<file path="src/rdc_pkg.sv">
`timescale 1ns / 1ps
// ----------------------------------------------------------------------------
// Radix digit converter package
// Widths, stack sizing and the control bundle shared by the converter modules.
// ----------------------------------------------------------------------------
package rdc_pkg;

    localparam int unsigned VALUE_W     = 31;
    localparam int unsigned RADIX_W     = 5;
    localparam int unsigned DIGIT_W     = 4;
    localparam int unsigned S_TDATA_W   = ((VALUE_W + RADIX_W + 7) / 8) * 8;
    localparam int unsigned M_TDATA_W   = ((DIGIT_W + 7) / 8) * 8;

    localparam int unsigned RADIX_MIN   = 2;
    localparam int unsigned RADIX_MAX   = 16;

    localparam int unsigned STACK_DEPTH = 32;
    localparam int unsigned STACK_IDX_W = $clog2(STACK_DEPTH);
    localparam int unsigned STACK_CNT_W = $clog2(STACK_DEPTH + 1);

    localparam int unsigned DIV_BITS_PER_CYCLE = 8;
    localparam int unsigned DIV_CYCLES  = (VALUE_W + DIV_BITS_PER_CYCLE - 1) / DIV_BITS_PER_CYCLE;
    localparam int unsigned DIV_W       = DIV_CYCLES * DIV_BITS_PER_CYCLE;
    localparam int unsigned DIV_CNT_W   = $clog2(DIV_CYCLES + 1);

    typedef struct packed {
        logic               push;
        logic               pop;
        logic [DIGIT_W-1:0] data;
    } t_stack_ctrl;

endpackage

</file>
<file path="src/rdc_divider.sv">
`timescale 1ns / 1ps
// ----------------------------------------------------------------------------
// Radix digit converter divider
// Iterative restoring divider that retires eight quotient bits per cycle.
// ----------------------------------------------------------------------------
module rdc_divider (
    input  logic                         i_clk,
    input  logic                         i_rst_n,
    input  logic                         i_start,
    input  logic [rdc_pkg::VALUE_W-1:0]  i_dividend,
    input  logic [rdc_pkg::RADIX_W-1:0]  i_divisor,
    output logic                         o_done,
    output logic [rdc_pkg::VALUE_W-1:0]  o_quotient,
    output logic [rdc_pkg::DIGIT_W-1:0]  o_remainder
);

    logic                           r_busy;
    logic                           n_busy;
    logic                           r_done;
    logic                           n_done;
    logic [rdc_pkg::DIV_CNT_W-1:0]  r_cnt;
    logic [rdc_pkg::DIV_CNT_W-1:0]  n_cnt;
    logic [rdc_pkg::DIV_W-1:0]      r_q;
    logic [rdc_pkg::DIV_W-1:0]      n_q;
    logic [rdc_pkg::DIGIT_W-1:0]    r_rem;
    logic [rdc_pkg::DIGIT_W-1:0]    n_rem;
    logic [rdc_pkg::DIV_W-1:0]      w_q;
    logic [rdc_pkg::DIGIT_W-1:0]    w_rem;

    always_comb begin
        logic [rdc_pkg::RADIX_W-1:0] t;
        logic                        b;
        w_q   = r_q;
        w_rem = r_rem;
        for (int i = 0; i < int'(rdc_pkg::DIV_BITS_PER_CYCLE); i++) begin
            t = {w_rem, w_q[rdc_pkg::DIV_W-1]};
            b = (t >= i_divisor);
            if (b) begin
                t = t - i_divisor;
            end
            w_rem = t[rdc_pkg::DIGIT_W-1:0];
            w_q   = {w_q[rdc_pkg::DIV_W-2:0], b};
        end
    end

    always_comb begin
        n_busy = r_busy;
        n_done = 1'b0;
        n_cnt  = r_cnt;
        n_q    = r_q;
        n_rem  = r_rem;
        if (i_start) begin
            n_busy = 1'b1;
            n_cnt  = rdc_pkg::DIV_CNT_W'(rdc_pkg::DIV_CYCLES);
            n_q    = rdc_pkg::DIV_W'(i_dividend);
            n_rem  = '0;
        end else if (r_busy) begin
            n_q   = w_q;
            n_rem = w_rem;
            n_cnt = r_cnt - 1'b1;
            if (r_cnt == rdc_pkg::DIV_CNT_W'(1)) begin
                n_busy = 1'b0;
                n_done = 1'b1;
            end
        end
    end

    always_ff @(posedge i_clk) begin
        if (!i_rst_n) begin
            r_busy <= 1'b0;
            r_done <= 1'b0;
            r_cnt  <= '0;
        end else begin
            r_busy <= n_busy;
            r_done <= n_done;
            r_cnt  <= n_cnt;
        end
        r_q   <= n_q;
        r_rem <= n_rem;
    end

    assign o_done      = r_done;
    assign o_quotient  = r_q[rdc_pkg::VALUE_W-1:0];
    assign o_remainder = r_rem;

endmodule

</file>
<file path="src/rdc_digit_stack.sv">
`timescale 1ns / 1ps
// ----------------------------------------------------------------------------
// Radix digit converter stack
// Last-in first-out store of digits with a fill count.
// ----------------------------------------------------------------------------
module rdc_digit_stack (
    input  logic                             i_clk,
    input  logic                             i_rst_n,
    input  rdc_pkg::t_stack_ctrl             i_ctrl,
    output logic [rdc_pkg::STACK_CNT_W-1:0]  o_count,
    output logic [rdc_pkg::DIGIT_W-1:0]      o_top
);

    logic [rdc_pkg::DIGIT_W-1:0]     r_mem [rdc_pkg::STACK_DEPTH];
    logic [rdc_pkg::STACK_CNT_W-1:0] r_count;
    logic [rdc_pkg::STACK_CNT_W-1:0] n_count;
    logic [rdc_pkg::STACK_CNT_W-1:0] w_top_cnt;
    logic                            w_full;
    logic                            w_empty;

    assign w_full    = (r_count == rdc_pkg::STACK_CNT_W'(rdc_pkg::STACK_DEPTH));
    assign w_empty   = (r_count == '0);
    assign w_top_cnt = r_count - 1'b1;

    always_comb begin
        n_count = r_count;
        if (i_ctrl.push && !w_full) begin
            n_count = r_count + 1'b1;
        end else if (i_ctrl.pop && !w_empty) begin
            n_count = r_count - 1'b1;
        end
    end

    always_ff @(posedge i_clk) begin
        if (!i_rst_n) begin
            r_count <= '0;
        end else begin
            r_count <= n_count;
        end
        if (i_ctrl.push && !w_full) begin
            r_mem[r_count[rdc_pkg::STACK_IDX_W-1:0]] <= i_ctrl.data;
        end
    end

    assign o_count = r_count;
    assign o_top   = r_mem[w_top_cnt[rdc_pkg::STACK_IDX_W-1:0]];

endmodule

</file>
<file path="src/radix_digit_converter.sv">
`timescale 1ns / 1ps
// ----------------------------------------------------------------------------
// Radix digit converter
// Converts a non-negative integer into its digits in a radix from 2 to 16.
// ----------------------------------------------------------------------------
// The slave stream carries one conversion per transfer: the value in tdata
// bits 30:0 and the radix in bits 35:31. A radix below 2 is treated as 2 and
// one above 16 as 16. The master stream returns one transfer per digit, most
// significant first, with the digit in tdata bits 3:0 and tlast on the final,
// least significant digit. A value of zero gives one digit 0 with tlast.
// Digits come from repeated division by the radix in one shared divider that
// retires eight quotient bits per cycle; each division is preceded by a
// compare against the radix. A value with D digits is divided D-1 times and
// its D digits are then emitted before the return to idle, at most 31 digits
// for radix 2. The slave side is not ready while a conversion is in
// progress; it becomes ready again once the stack has emptied and the state
// machine has returned to idle, even if the receiver has not taken the last
// digit yet. When the receiver stalls, digits wait in the output register and
// popping stops. Reset empties the digit stack, clears the master stream's
// valid state and returns the converter to idle, so the slave side is ready.
// ----------------------------------------------------------------------------
module radix_digit_converter (
    input  logic                             i_clk,
    input  logic                             i_rst_n,
    input  logic                             i_s_axis_tvalid,
    output logic                             o_s_axis_tready,
    // Fields from bit 0: value (31), radix (5), zero fill (4).
    input  logic [rdc_pkg::S_TDATA_W-1:0]    i_s_axis_tdata,
    output logic                             o_m_axis_tvalid,
    input  logic                             i_m_axis_tready,
    // Fields from bit 0: digit (4), zero fill (4).
    output logic [rdc_pkg::M_TDATA_W-1:0]    o_m_axis_tdata,
    output logic                             o_m_axis_tlast
);

    typedef enum logic [3:0] {
        ST_IDLE  = 4'b0001,
        ST_CHECK = 4'b0010,
        ST_DIV   = 4'b0100,
        ST_EMIT  = 4'b1000
    } t_state;

    t_state                            r_state;
    t_state                            n_state;
    logic [rdc_pkg::VALUE_W-1:0]       r_val;
    logic [rdc_pkg::VALUE_W-1:0]       n_val;
    logic [rdc_pkg::RADIX_W-1:0]       r_radix;
    logic [rdc_pkg::RADIX_W-1:0]       n_radix;
    logic                              r_ovalid;
    logic                              n_ovalid;
    logic [rdc_pkg::DIGIT_W-1:0]       r_odigit;
    logic [rdc_pkg::DIGIT_W-1:0]       n_odigit;
    logic                              r_olast;
    logic                              n_olast;

    rdc_pkg::t_stack_ctrl              w_sctrl;
    logic [rdc_pkg::STACK_CNT_W-1:0]   w_count;
    logic [rdc_pkg::DIGIT_W-1:0]       w_top;
    logic                              w_div_start;
    logic                              w_div_done;
    logic [rdc_pkg::VALUE_W-1:0]       w_quo;
    logic [rdc_pkg::DIGIT_W-1:0]       w_rem;
    logic                              w_in_fire;
    logic                              w_load;
    logic [rdc_pkg::VALUE_W-1:0]       w_in_value;
    logic [rdc_pkg::RADIX_W-1:0]       w_in_radix;
    logic [rdc_pkg::RADIX_W-1:0]       w_sat_radix;

    assign w_in_value = i_s_axis_tdata[rdc_pkg::VALUE_W-1:0];
    assign w_in_radix = i_s_axis_tdata[rdc_pkg::VALUE_W +: rdc_pkg::RADIX_W];

    always_comb begin
        if (w_in_radix < rdc_pkg::RADIX_W'(rdc_pkg::RADIX_MIN)) begin
            w_sat_radix = rdc_pkg::RADIX_W'(rdc_pkg::RADIX_MIN);
        end else if (w_in_radix > rdc_pkg::RADIX_W'(rdc_pkg::RADIX_MAX)) begin
            w_sat_radix = rdc_pkg::RADIX_W'(rdc_pkg::RADIX_MAX);
        end else begin
            w_sat_radix = w_in_radix;
        end
    end

    assign o_s_axis_tready = (r_state == ST_IDLE);
    assign w_in_fire       = i_s_axis_tvalid && o_s_axis_tready;
    assign w_load          = (r_state == ST_EMIT) && (w_count != '0)
                             && (!r_ovalid || i_m_axis_tready);

    always_comb begin
        n_state      = r_state;
        n_val        = r_val;
        n_radix      = r_radix;
        w_div_start  = 1'b0;
        w_sctrl.push = 1'b0;
        w_sctrl.pop  = 1'b0;
        w_sctrl.data = r_val[rdc_pkg::DIGIT_W-1:0];
        unique case (r_state)
            ST_IDLE: begin
                if (w_in_fire) begin
                    n_val   = w_in_value;
                    n_radix = w_sat_radix;
                    n_state = ST_CHECK;
                end
            end
            ST_CHECK: begin
                if (r_val >= rdc_pkg::VALUE_W'(r_radix)) begin
                    w_div_start = 1'b1;
                    n_state     = ST_DIV;
                end else begin
                    w_sctrl.push = 1'b1;
                    n_state      = ST_EMIT;
                end
            end
            ST_DIV: begin
                if (w_div_done) begin
                    w_sctrl.push = 1'b1;
                    w_sctrl.data = w_rem;
                    n_val        = w_quo;
                    n_state      = ST_CHECK;
                end
            end
            ST_EMIT: begin
                w_sctrl.pop = w_load;
                if (w_count == '0) begin
                    n_state = ST_IDLE;
                end
            end
            default: begin
                n_state = ST_IDLE;
            end
        endcase
    end

    always_comb begin
        n_ovalid = r_ovalid;
        n_odigit = r_odigit;
        n_olast  = r_olast;
        if (r_ovalid && i_m_axis_tready) begin
            n_ovalid = 1'b0;
        end
        if (w_load) begin
            n_ovalid = 1'b1;
            n_odigit = w_top;
            n_olast  = (w_count == rdc_pkg::STACK_CNT_W'(1));
        end
    end

    always_ff @(posedge i_clk) begin
        if (!i_rst_n) begin
            r_state  <= ST_IDLE;
            r_ovalid <= 1'b0;
        end else begin
            r_state  <= n_state;
            r_ovalid <= n_ovalid;
        end
        r_val    <= n_val;
        r_radix  <= n_radix;
        r_odigit <= n_odigit;
        r_olast  <= n_olast;
    end

    rdc_divider u_divider (
        .i_clk       (i_clk),
        .i_rst_n     (i_rst_n),
        .i_start     (w_div_start),
        .i_dividend  (r_val),
        .i_divisor   (r_radix),
        .o_done      (w_div_done),
        .o_quotient  (w_quo),
        .o_remainder (w_rem)
    );

    rdc_digit_stack u_stack (
        .i_clk   (i_clk),
        .i_rst_n (i_rst_n),
        .i_ctrl  (w_sctrl),
        .o_count (w_count),
        .o_top   (w_top)
    );

    assign o_m_axis_tvalid = r_ovalid;
    assign o_m_axis_tdata  = rdc_pkg::M_TDATA_W'(r_odigit);
    assign o_m_axis_tlast  = r_olast;

    a_idle_stack_empty: assert property (@(posedge i_clk) disable iff (!i_rst_n)
        o_s_axis_tready |-> (w_count == '0))
        else $error("Converter is ready while digits remain on the stack.");

    a_div_done_in_div: assert property (@(posedge i_clk) disable iff (!i_rst_n)
        w_div_done |-> (r_state == ST_DIV))
        else $error("Divider finished outside the division state.");

    a_last_empties: assert property (@(posedge i_clk) disable iff (!i_rst_n)
        (w_load && (w_count == rdc_pkg::STACK_CNT_W'(1))) |=> (w_count == '0))
        else $error("Stack not empty after the final digit was loaded.");

    a_count_bound: assert property (@(posedge i_clk) disable iff (!i_rst_n)
        w_count <= rdc_pkg::STACK_CNT_W'(rdc_pkg::STACK_DEPTH))
        else $error("Digit count exceeds the stack depth.");

endmodule
</file>
<file path="config.mk">
export PLATFORM = sky130hd
export DESIGN_NAME = radix_digit_converter
export DESIGN_NICKNAME = d
export VERILOG_FILES = /design/src/rdc_pkg.sv /design/src/rdc_divider.sv /design/src/rdc_digit_stack.sv /design/src/radix_digit_converter.sv
export SDC_FILE = /design/constraint.sdc
export NUM_CORES = 1
export LEC_CHECK = 0
export BUFFER_PORTS_ARGS = -buffer_cell sky130_fd_sc_hd__buf_2
export CORE_ASPECT_RATIO = 1.2
export CORE_MARGIN = 5
export CORE_UTILIZATION = 35
export CTS_BUF_LIST = sky130_fd_sc_hd__clkbuf_16
export CTS_CLUSTER_SIZE = 24
export DETAILED_ROUTE_END_ITERATION = 10
export GPL_ROUTABILITY_DRIVEN = 0
export GPL_TIMING_DRIVEN = 0
export HOLD_SLACK_MARGIN = 0.1
export SYNTH_ARGS = -nofsm -noshare
export SYNTH_HDL_FRONTEND = slang
export SYNTH_SLANG_ARGS = --single-unit
</file>
<file path="constraint.sdc">
create_clock -name i_clk -period 14.2 [get_ports i_clk]
set_clock_uncertainty 0.05 [all_clocks]
set_input_delay 2.84 -clock i_clk [delete_from_list [all_inputs] [get_ports i_clk]]
set_output_delay 2.84 -clock i_clk [all_outputs]
set_load 0.01 [all_outputs]
</file>
==> results_dict.tcl, run 1 <==
set metrics [dict create \
    h-tree-depth 1 \
    synth_seq_cells 221 \
    cts-buffers-inserted 24 \
    async_reset_ff_share_pct 0 \
    critPathRequiredTime_ns 14.53 \
    dp_hpwl_um 17800 \
    hp-start "u_divider.r_cnt[1]$_SDFFE_PP0P_" \
    die_x_um 172 \
    drc 0 \
    relSlewSlack_pct 40.4 \
    crit_type "flop to flop" \
    post-synth-top-count-cell "edfxtp_1" \
    io_pins 55 \
    crit_path_end_kind "flop" \
    cp-start-kind "flop" \
    hold_viol 0 \
    grt_pass1_vias 6768 \
    die_h_um 204 \
    vias 6548 \
    viasPerCell 5.08 \
    drt_iter0_drc 388 \
    tightest_slew_ns 0.888 \
    drv_cap 0 \
    synth_cell_types 63 \
    hold_class "flop to flop" \
    rr_worst_depth 45 \
    cp.arrival_ns 12.64 \
    fin_crit_sh_pct 86.7 \
    postCtsSetupBuffers 0 \
    reg2reg_to "u_divider.o_remainder[1]$_SDFFE_PP0P_" \
    first_pass_iters 5 \
    tritoncts "yes" \
    synth.avg_cell_area_um2 13.9 \
    io_buffers 45 \
    status "finished clean" \
    drive_gt1_share_pct 21.5 \
    crit_fanout 11 \
    grt_usage_pct 14.1 \
    cts-hold-fix-buffers 0 \
    ys_warn_count 0 \
    yosysTopAreaCell "edfxtp_1" \
    slowest_delay_ns 0.71 \
    crit_path_top_delay_cell "edfxtp_1" \
    rr_startpoint "r_radix[1]$_SDFFCE_PP1P_" \
    start_util_pct 35.3 \
    grt.overflow.total 0 \
    hold_depth 2 \
    hold-path-endpoint "u_divider.r_cnt[1]$_SDFFE_PP0P_" \
    core_area_um2 31200 \
    rsz0062_at_grt "false" \
    finalCriticalPeriod_ns 12.32 \
    ys_seq_area_share_pct 58.3 \
    drtAntennaViolNets 0 \
    finalSetupViolCount 0 \
    yosys-top-cells-count "200 x edfxtp_1, 99 x nand2_1, 61 x nor2_1" \
    diodes 0 \
    routed_wl_um 24700 \
    synth_cells 795 \
    finalNetCount 973 \
    synth_top_area_share_pct 54.5 \
    synth_area_um2 11000 \
    antenna_found_initial 1 \
    synth-edff-count 200 \
    synth.area.top_cells "edfxtp_1 55%, mux4_2 8.2%, ha_1 5.9%" \
    area_delta_synth_final_pct 13.1 \
    clockBufferDepth 3 \
    cts.clk_slew.worst_paths_ns 0.06 \
    grt_pass1_wl_um 38600 \
    cts-root-buf "clkbuf_16" \
    die-area_um2 35100 \
    synthFlopType "edfxtp_1" \
    numClockSinks 221 \
    slew_viol_final 0 \
    r2r_slack_ns 1.88 \
    timing.fmax_mhz 81.2 \
    cts_resized 0 \
    clk_latency_ns 0.52 \
    grt_max_degree 33 \
    rows 71 \
    routedWlPerCell_um 19.2 \
    fin_setup_tns_ns 0 \
    cp_common_cell "ha_1" \
]
[metal layers]
metal	track usage [%]	share of wire [%]	routed length, µm	up-vias
li1	-	-	-	3127
met1	17.7	41	10100	3252
met2	25.6	53	13000	138
met3	2.34	4.8	1190	29
met4	3.15	1.6	399	2
met5	0	0.053	13	-
[cell type report]
cell class                      count  area [µm²]
Multi-Input combinational cell    509        4310
Tap cell                          401         502
Sequential cell                   221        6430
Clock buffer                       24         601
Buffer                             29         145
Timing Repair Buffer               45         225
Fill cell                        2961       18700
Inverter                           39         146
Clock inverter                     20         100
[cells in the final DEF (no fill, tap or decap), types with 3 or more instances in the layout]
master and instances:
a211oi_1 4, a21o_1 12, a21oi_1 31, a31oi_1 7, and3_1 4, buf_2 47, buf_4 5, clkbuf_1 20
clkbuf_16 24, clkinv_1 3, conb_1 4, dfxtp_1 21, edfxtp_1 200, fa_1 8, ha_1 52, inv_1 50
mux2_2 52, mux2i_1 15, mux4_2 40, nand2_1 98, nand2b_1 11, nand3_1 4, nand3b_1 4, nand4_1 6
nor2_1 61, nor2b_1 8, nor3_1 7, nor4_1 6, o21ai_0 10, o21ai_1 6, xnor2_1 16, xor2_1 4
[flip-flops by register name, indices dropped and copies added (netlist names)]
| register | count |
|---|---|
| o_m_axis_tvalid | 1 |
| r_val | 31 |
| u_divider.r_busy | 1 |
| r_radix | 5 |
| u_divider.o_remainder | 4 |
| u_divider.r_q | 32 |
| u_stack.o_count | 6 |
| o_m_axis_tlast | 1 |
| u_divider.o_done | 1 |
| u_stack.r_mem | 128 |
| u_divider.r_cnt | 3 |
| r_odigit | 4 |
| r_state | 4 |
[critical path: cells and delay by family (launching register included)]
kind / cells / cell delay (ns)
DFF: 1 / 0.71
AOI/OAI and AO/OA: 21 / 4.81
and+or+nand+nor: 5 / 0.79
buffers and inverters: 3 / 0.57
adders and majority gates: 8 / 2.60
muxes: 8 / 2.65
[per-stage QoR]
stage	hold WS, ns	setup WS (ns)	utilization [%]	area [µm²]	instances
3_5_place_dp	0.416	1.76	37.7	11800	1244
6_report	0.441	1.88	40.0	12500	1288
5_1_grt	0.458	0.623	40.0	12500	1288
3_3_place_gp	0.414	1.82	37.7	11800	1244
2_1_floorplan	0.385	3.89	-	11000	798
4_1_cts	0.437	1.70	40.0	12500	1288
[worst max-delay path by stage]
| stage | startpoint | end | slack (ns) |
|---|---|---|---|
| global route | r_radix[1]$_SDFFCE_PP1P_ | u_divider.o_remainder[1]$_SDFFE_PP0P_ | 0.62 |
| CTS | r_radix[1]$_SDFFCE_PP1P_ | u_divider.o_remainder[1]$_SDFFE_PP0P_ | 1.70 |
| finish | r_radix[1]$_SDFFCE_PP1P_ | u_divider.o_remainder[1]$_SDFFE_PP0P_ | 1.88 |
| detailed placement | r_radix[1]$_SDFFCE_PP1P_ | u_divider.o_remainder[1]$_SDFFE_PP0P_ | 1.76 |
| floorplan | r_radix[1]$_SDFFCE_PP1P_ | u_divider.o_remainder[1]$_SDFFE_PP0P_ | 3.89 |
| global placement | r_radix[1]$_SDFFCE_PP1P_ | u_divider.o_remainder[1]$_SDFFE_PP0P_ | 1.82 |
[kinds of logic (layout without fill, tap and decap cells)]
family	count (synthesis)	count (layout)	share of synthesized area, %
AO/OA/AOI/OAI	89	89	5.25
flip-flops	221	221	58.3
adder cells (fa/ha/maj)	60	60	7.36
XOR/XNOR	21	21	1.74
AND/OR/NAND/NOR	227	227	9.67
multiplexers	108	108	15.0
buffers and inverters	68	157	2.65
other	1	4	0.0340
Power of run 1 is not shown: default switching activity piles up to over one toggle a cycle in this logic, so the estimate is an artifact.
==> inputs of run 2 (changes only) <==
--- a/config.mk
+++ b/config.mk
@@ -6,6 +6,8 @@
 export NUM_CORES = 1
 export LEC_CHECK = 0
 export BUFFER_PORTS_ARGS = -buffer_cell sky130_fd_sc_hd__buf_2
+export CELL_PAD_IN_SITES_DETAIL_PLACEMENT = 1
+export CELL_PAD_IN_SITES_GLOBAL_PLACEMENT = 1
 export CORE_ASPECT_RATIO = 1.2
 export CORE_MARGIN = 5
 export CORE_UTILIZATION = 35
@@ -15,6 +17,7 @@
 export GPL_ROUTABILITY_DRIVEN = 0
 export GPL_TIMING_DRIVEN = 0
 export HOLD_SLACK_MARGIN = 0.1
+export PLACE_DENSITY_LB_ADDON = 0.1
 export SYNTH_ARGS = -nofsm -noshare
 export SYNTH_HDL_FRONTEND = slang
 export SYNTH_SLANG_ARGS = --single-unit
==> results_dict.tcl, run 2 (synthesis gave the netlist of run 1 again) <==
set metrics [dict create \
    status "finished clean" \
    rr_worst_depth 45 \
    start_util_pct 35.3 \
    r2r_slack_ns 1.40 \
    drv_cap 0 \
    io_pins 55 \
    hp-start "u_divider.r_cnt[2]$_SDFFE_PN0P_" \
    finalInstanceArea_um2 12600 \
    dpl-instance-area_um2 11800 \
    clockBufferDepth 3 \
    reg2reg_to "u_divider.o_remainder[1]$_SDFFE_PP0P_" \
    grt_usage_pct 16.2 \
    fin_setup_tns_ns 0 \
    grt.overflow.total 0 \
    drive_gt1_share_pct 22.1 \
    routedWlPerCell_um 22.0 \
    die-area_um2 35100 \
    grt_pass1_vias 7354 \
    slew_viol_final 0 \
    crit_type "flop to flop" \
    dp_hpwl_um 20900 \
    drtAntennaViolNets 0 \
    postCtsSetupBuffers 0 \
    finalCriticalPeriod_ns 12.80 \
    hold_viol 0 \
    diodes 0 \
    die_h_um 204 \
    timing.fmax_mhz 78.1 \
    largest_reg_flops 128 \
    cts.clk_slew.worst_paths_ns 0.07 \
    finalSetupViolCount 0 \
    tightest_slew_ns 0.916 \
    slowest_delay_ns 0.69 \
    grt_max_degree 33 \
    clk_latency_ns 0.54 \
    crit_path_end_kind "flop" \
    antenna_found_initial 0 \
    finalNetCount 975 \
    relSlewSlack_pct 38.5 \
    rr_startpoint "r_radix[1]$_SDFFCE_PP1P_" \
    tritoncts "yes" \
    routed_wl_um 28400 \
    hold_depth 1 \
    core_area_um2 31200 \
    die_x_um 172 \
    area_delta_synth_final_pct 14.1 \
    grt_pass1_wl_um 43500 \
    cts-root-buf "clkbuf_16" \
    cp.arrival_ns 13.16 \
    drc 0 \
    viasPerCell 5.13 \
    critPathRequiredTime_ns 14.56 \
    crit_path_top_delay_cell "edfxtp_1" \
    rsz0062_at_grt "false" \
    crit_fanout 11 \
    h-tree-depth 1 \
    hold_class "flop to flop" \
    fin_crit_sh_pct 90.1 \
    cp_common_cell "ha_1" \
    rows 71 \
    hold-path-endpoint "u_divider.o_done$_SDFF_PP0_" \
    io_buffers 45 \
    vias 6629 \
    cp-start-kind "flop" \
    cts-hold-fix-buffers 0 \
    final_common_cell "edfxtp_1" \
    first_pass_iters 4 \
    mostFrequentLayoutCells "200 x edfxtp_1, 98 x nand2_1, 61 x nor2_1" \
    numClockSinks 221 \
    drt_iter0_drc 282 \
    cts_resized 0 \
    cts-buffers-inserted 26 \
]
[run 2: final cells by class]
| type | instances | area (µm²) |
|---|---|---|
| flip-flops and latches | 221 | 6430 |
| repair buffers | 45 | 225 |
| clock inverters | 21 | 164 |
| multi-input cells | 509 | 4310 |
| plain buffers | 29 | 145 |
| fillers | 3233 | 18600 |
| well taps | 401 | 502 |
| inverters | 39 | 146 |
| clock buffers | 26 | 651 |
[run 2: worst max-delay path by stage]
| stage | startpoint | end | slack, ns | cells after the start |
|---|---|---|---|---|
| 2_1_floorplan | r_radix[1]$_SDFFCE_PP1P_ | u_divider.o_remainder[1]$_SDFFE_PP0P_ | 3.89 | 43 |
| 3_3_place_gp | r_radix[1]$_SDFFCE_PP1P_ | u_divider.o_remainder[1]$_SDFFE_PP0P_ | 1.39 | 45 |
| 3_5_place_dp | r_radix[1]$_SDFFCE_PP1P_ | u_divider.o_remainder[1]$_SDFFE_PP0P_ | 1.04 | 45 |
| 4_1_cts | r_radix[1]$_SDFFCE_PP1P_ | u_divider.o_remainder[1]$_SDFFE_PP0P_ | 1.06 | 45 |
| 5_1_grt | r_radix[1]$_SDFFCE_PP1P_ | u_divider.o_remainder[1]$_SDFFE_PP0P_ | 0.24 | 45 |
| 6_report | r_radix[1]$_SDFFCE_PP1P_ | u_divider.o_remainder[1]$_SDFFE_PP0P_ | 1.40 | 45 |
[run 2: per-layer routing]
layer	vias up	share of wire, %	GRT usage [%]
met3	41	3.2	2.07
li1	3128	-	-
met1	3350	39	19.1
met4	0	3.2	5.31
met2	110	54	30.2
met5	-	0	0
[run 2: worst max-delay path, delay by kind of cell (launching register included)]
kind	cells	cell delay, ns
AO/OA/AOI/OAI	21	4.98
multiplexers	8	2.78
AND/OR/NAND/NOR	5	0.92
flip-flops	1	0.69
buffers and inverters	3	0.59
adder cells (fa/ha/maj)	8	2.68
[run 2: stage by stage]
stage	util [%]	worst slack, ns	std cells	hold WS [ns]
detailed placement	37.7	1.04	1244	0.429
finish	40.3	1.40	1291	0.432
global placement	37.7	1.39	1244	0.407
floorplan	-	3.89	798	0.385
CTS	40.3	1.06	1291	0.439
global route	40.3	0.238	1291	0.464
Power of run 2 is left out for the same reason.
==> inputs of run 3 (changes only) <==
--- a/config.mk
+++ b/config.mk
@@ -10,7 +10,7 @@
 export CELL_PAD_IN_SITES_GLOBAL_PLACEMENT = 1
 export CORE_ASPECT_RATIO = 1.2
 export CORE_MARGIN = 5
-export CORE_UTILIZATION = 35
+export CORE_UTILIZATION = 28
 export CTS_BUF_LIST = sky130_fd_sc_hd__clkbuf_16
 export CTS_CLUSTER_SIZE = 24
 export DETAILED_ROUTE_END_ITERATION = 10
==> results_dict.tcl, run 3 (synthesis gave the netlist of run 1 again) <==
set metrics [dict create \
    relSlewSlack_pct 29.6 \
    cts-root-buf "clkbuf_16" \
    io_buffers 45 \
    tritoncts "yes" \
    fin_setup_tns_ns 0 \
    h-tree-depth 1 \
    first_pass_iters 4 \
    grt_max_degree 33 \
    vias 6548 \
    die_x_um 191 \
    timing.fmax_mhz 77.5 \
    finalNonFillerCells 1417 \
    rsz0062_at_grt "false" \
    finalSetupViolCount 0 \
    critPathRequiredTime_ns 14.53 \
    tightest_slew_ns 1.05 \
    final_common_cell "edfxtp_1" \
    grt_usage_pct 13.5 \
    crit_type "flop to flop" \
    hold_class "flop to flop" \
    cts_resized 0 \
    crit_path_top_delay_cell "edfxtp_1" \
    drt_iter0_drc 201 \
    io_pins 55 \
    finalCriticalPeriod_ns 12.90 \
    largest_reg_flops 128 \
    crit_path_end_kind "flop" \
    fin_ws_ns 1.30 \
    finalNetCount 976 \
    routedWlPerCell_um 20.7 \
    cts-hold-fix-buffers 0 \
    slowest_delay_ns 0.70 \
    viasPerCell 4.62 \
    numClockSinks 221 \
    hold_ws_ns 0.429 \
    post-place-ws_ns 1.05 \
    cp-start-kind "flop" \
    drtAntennaViolNets 0 \
    grt_pass1_wl_um 44500 \
    die-area_um2 43400 \
    fin_crit_sh_pct 90.9 \
    clockBufferDepth 3 \
    routed_wl_um 29300 \
    cts-buffers-inserted 26 \
    rows 79 \
    dp_hpwl_um 21400 \
    mostFrequentLayoutCells "200 x edfxtp_1, 98 x nand2_1, 61 x nor2_1" \
    antenna_found_initial 0 \
    placed_cells 1370 \
    grt_pass1_vias 7164 \
    cp.arrival_ns 13.24 \
    r2r_slack_ns 1.30 \
    die_h_um 227 \
    clk_latency_ns 0.52 \
    area_delta_synth_final_pct 15.5 \
    postCtsSetupBuffers 0 \
    drc 0 \
    core_area_um2 38800 \
    diodes 0 \
    status "finished clean" \
    cts.clk_slew.worst_paths_ns 0.06 \
    drv_cap 0 \
    cp_common_cell "ha_1" \
    slew_viol_final 0 \
    hold_viol 0 \
    start_util_pct 28.4 \
    crit_fanout 11 \
    grt.overflow.total 0 \
    drive_gt1_share_pct 21.9 \
]
-- run 3: cell types whose count changed in the layout (fill, tap and decap cells not counted), sizes merged --
| cell | previous run | this run |
|---|---|---|
| buf | 54 | 55 |
| clkbuf | 46 | 47 |
| clkinv | 11 | 14 |
| inv | 45 | 44 |
| clkinvlp | 2 | 0 |
| bufinv | 2 | 1 |
-- run 3: path summary, 6_finish.rpt --
check | cells after the start | from | end
max | 46 | r_radix[1]$_SDFFCE_PP1P_ | u_divider.o_remainder[1]$_SDFFE_PP0P_
min | 1 | u_divider.r_cnt[2]$_SDFFE_PN0P_ | u_divider.o_done$_SDFF_PP0_
max reg2reg | 46 | r_radix[1]$_SDFFCE_PP1P_ | u_divider.o_remainder[1]$_SDFFE_PP0P_
min reg2reg | 1 | u_divider.r_cnt[2]$_SDFFE_PN0P_ | u_divider.o_done$_SDFF_PP0_
-- run 3: worst max-delay path, delay by kind of cell, from the launching register on --
kind | cells | cell delay, ns
AOI/OAI and AO/OA | 21 | 4.97
adders and majority gates | 8 | 2.57
buffers and inverters | 3 | 0.59
DFF | 1 | 0.70
muxes | 8 | 2.85
and+or+nand+nor | 6 | 1.01
-- run 3: area by class of cell --
cell class / instances / area [µm²]
Fill cell: 4130 / 26100
Timing Repair Buffer: 46 / 245
Multi-Input combinational cell: 509 / 4310
Clock inverter: 20 / 110
Clock buffer: 27 / 676
Sequential cell: 221 / 6430
Tap cell: 526 / 658
Buffer: 29 / 145
Inverter: 39 / 146
-- run 3: layer usage --
| layer | track usage [%] | share of wire [%] |
|---|---|---|
| met5 | 0 | 0 |
| met4 | 3.64 | 2.5 |
| met3 | 1.56 | 2.5 |
| met2 | 24.8 | 52 |
| met1 | 16.8 | 43 |
-- run 3: stage by stage --
| stage | utilization, % | instance area, µm² |
|---|---|---|
| after floorplan | - | 11000 |
| after global placement | 30.7 | 11900 |
| after detailed placement | 30.7 | 11900 |
| after CTS | 32.7 | 12700 |
| after global routing | 32.7 | 12700 |
| final | 32.7 | 12700 |
Power of run 3 is left out for the same reason.
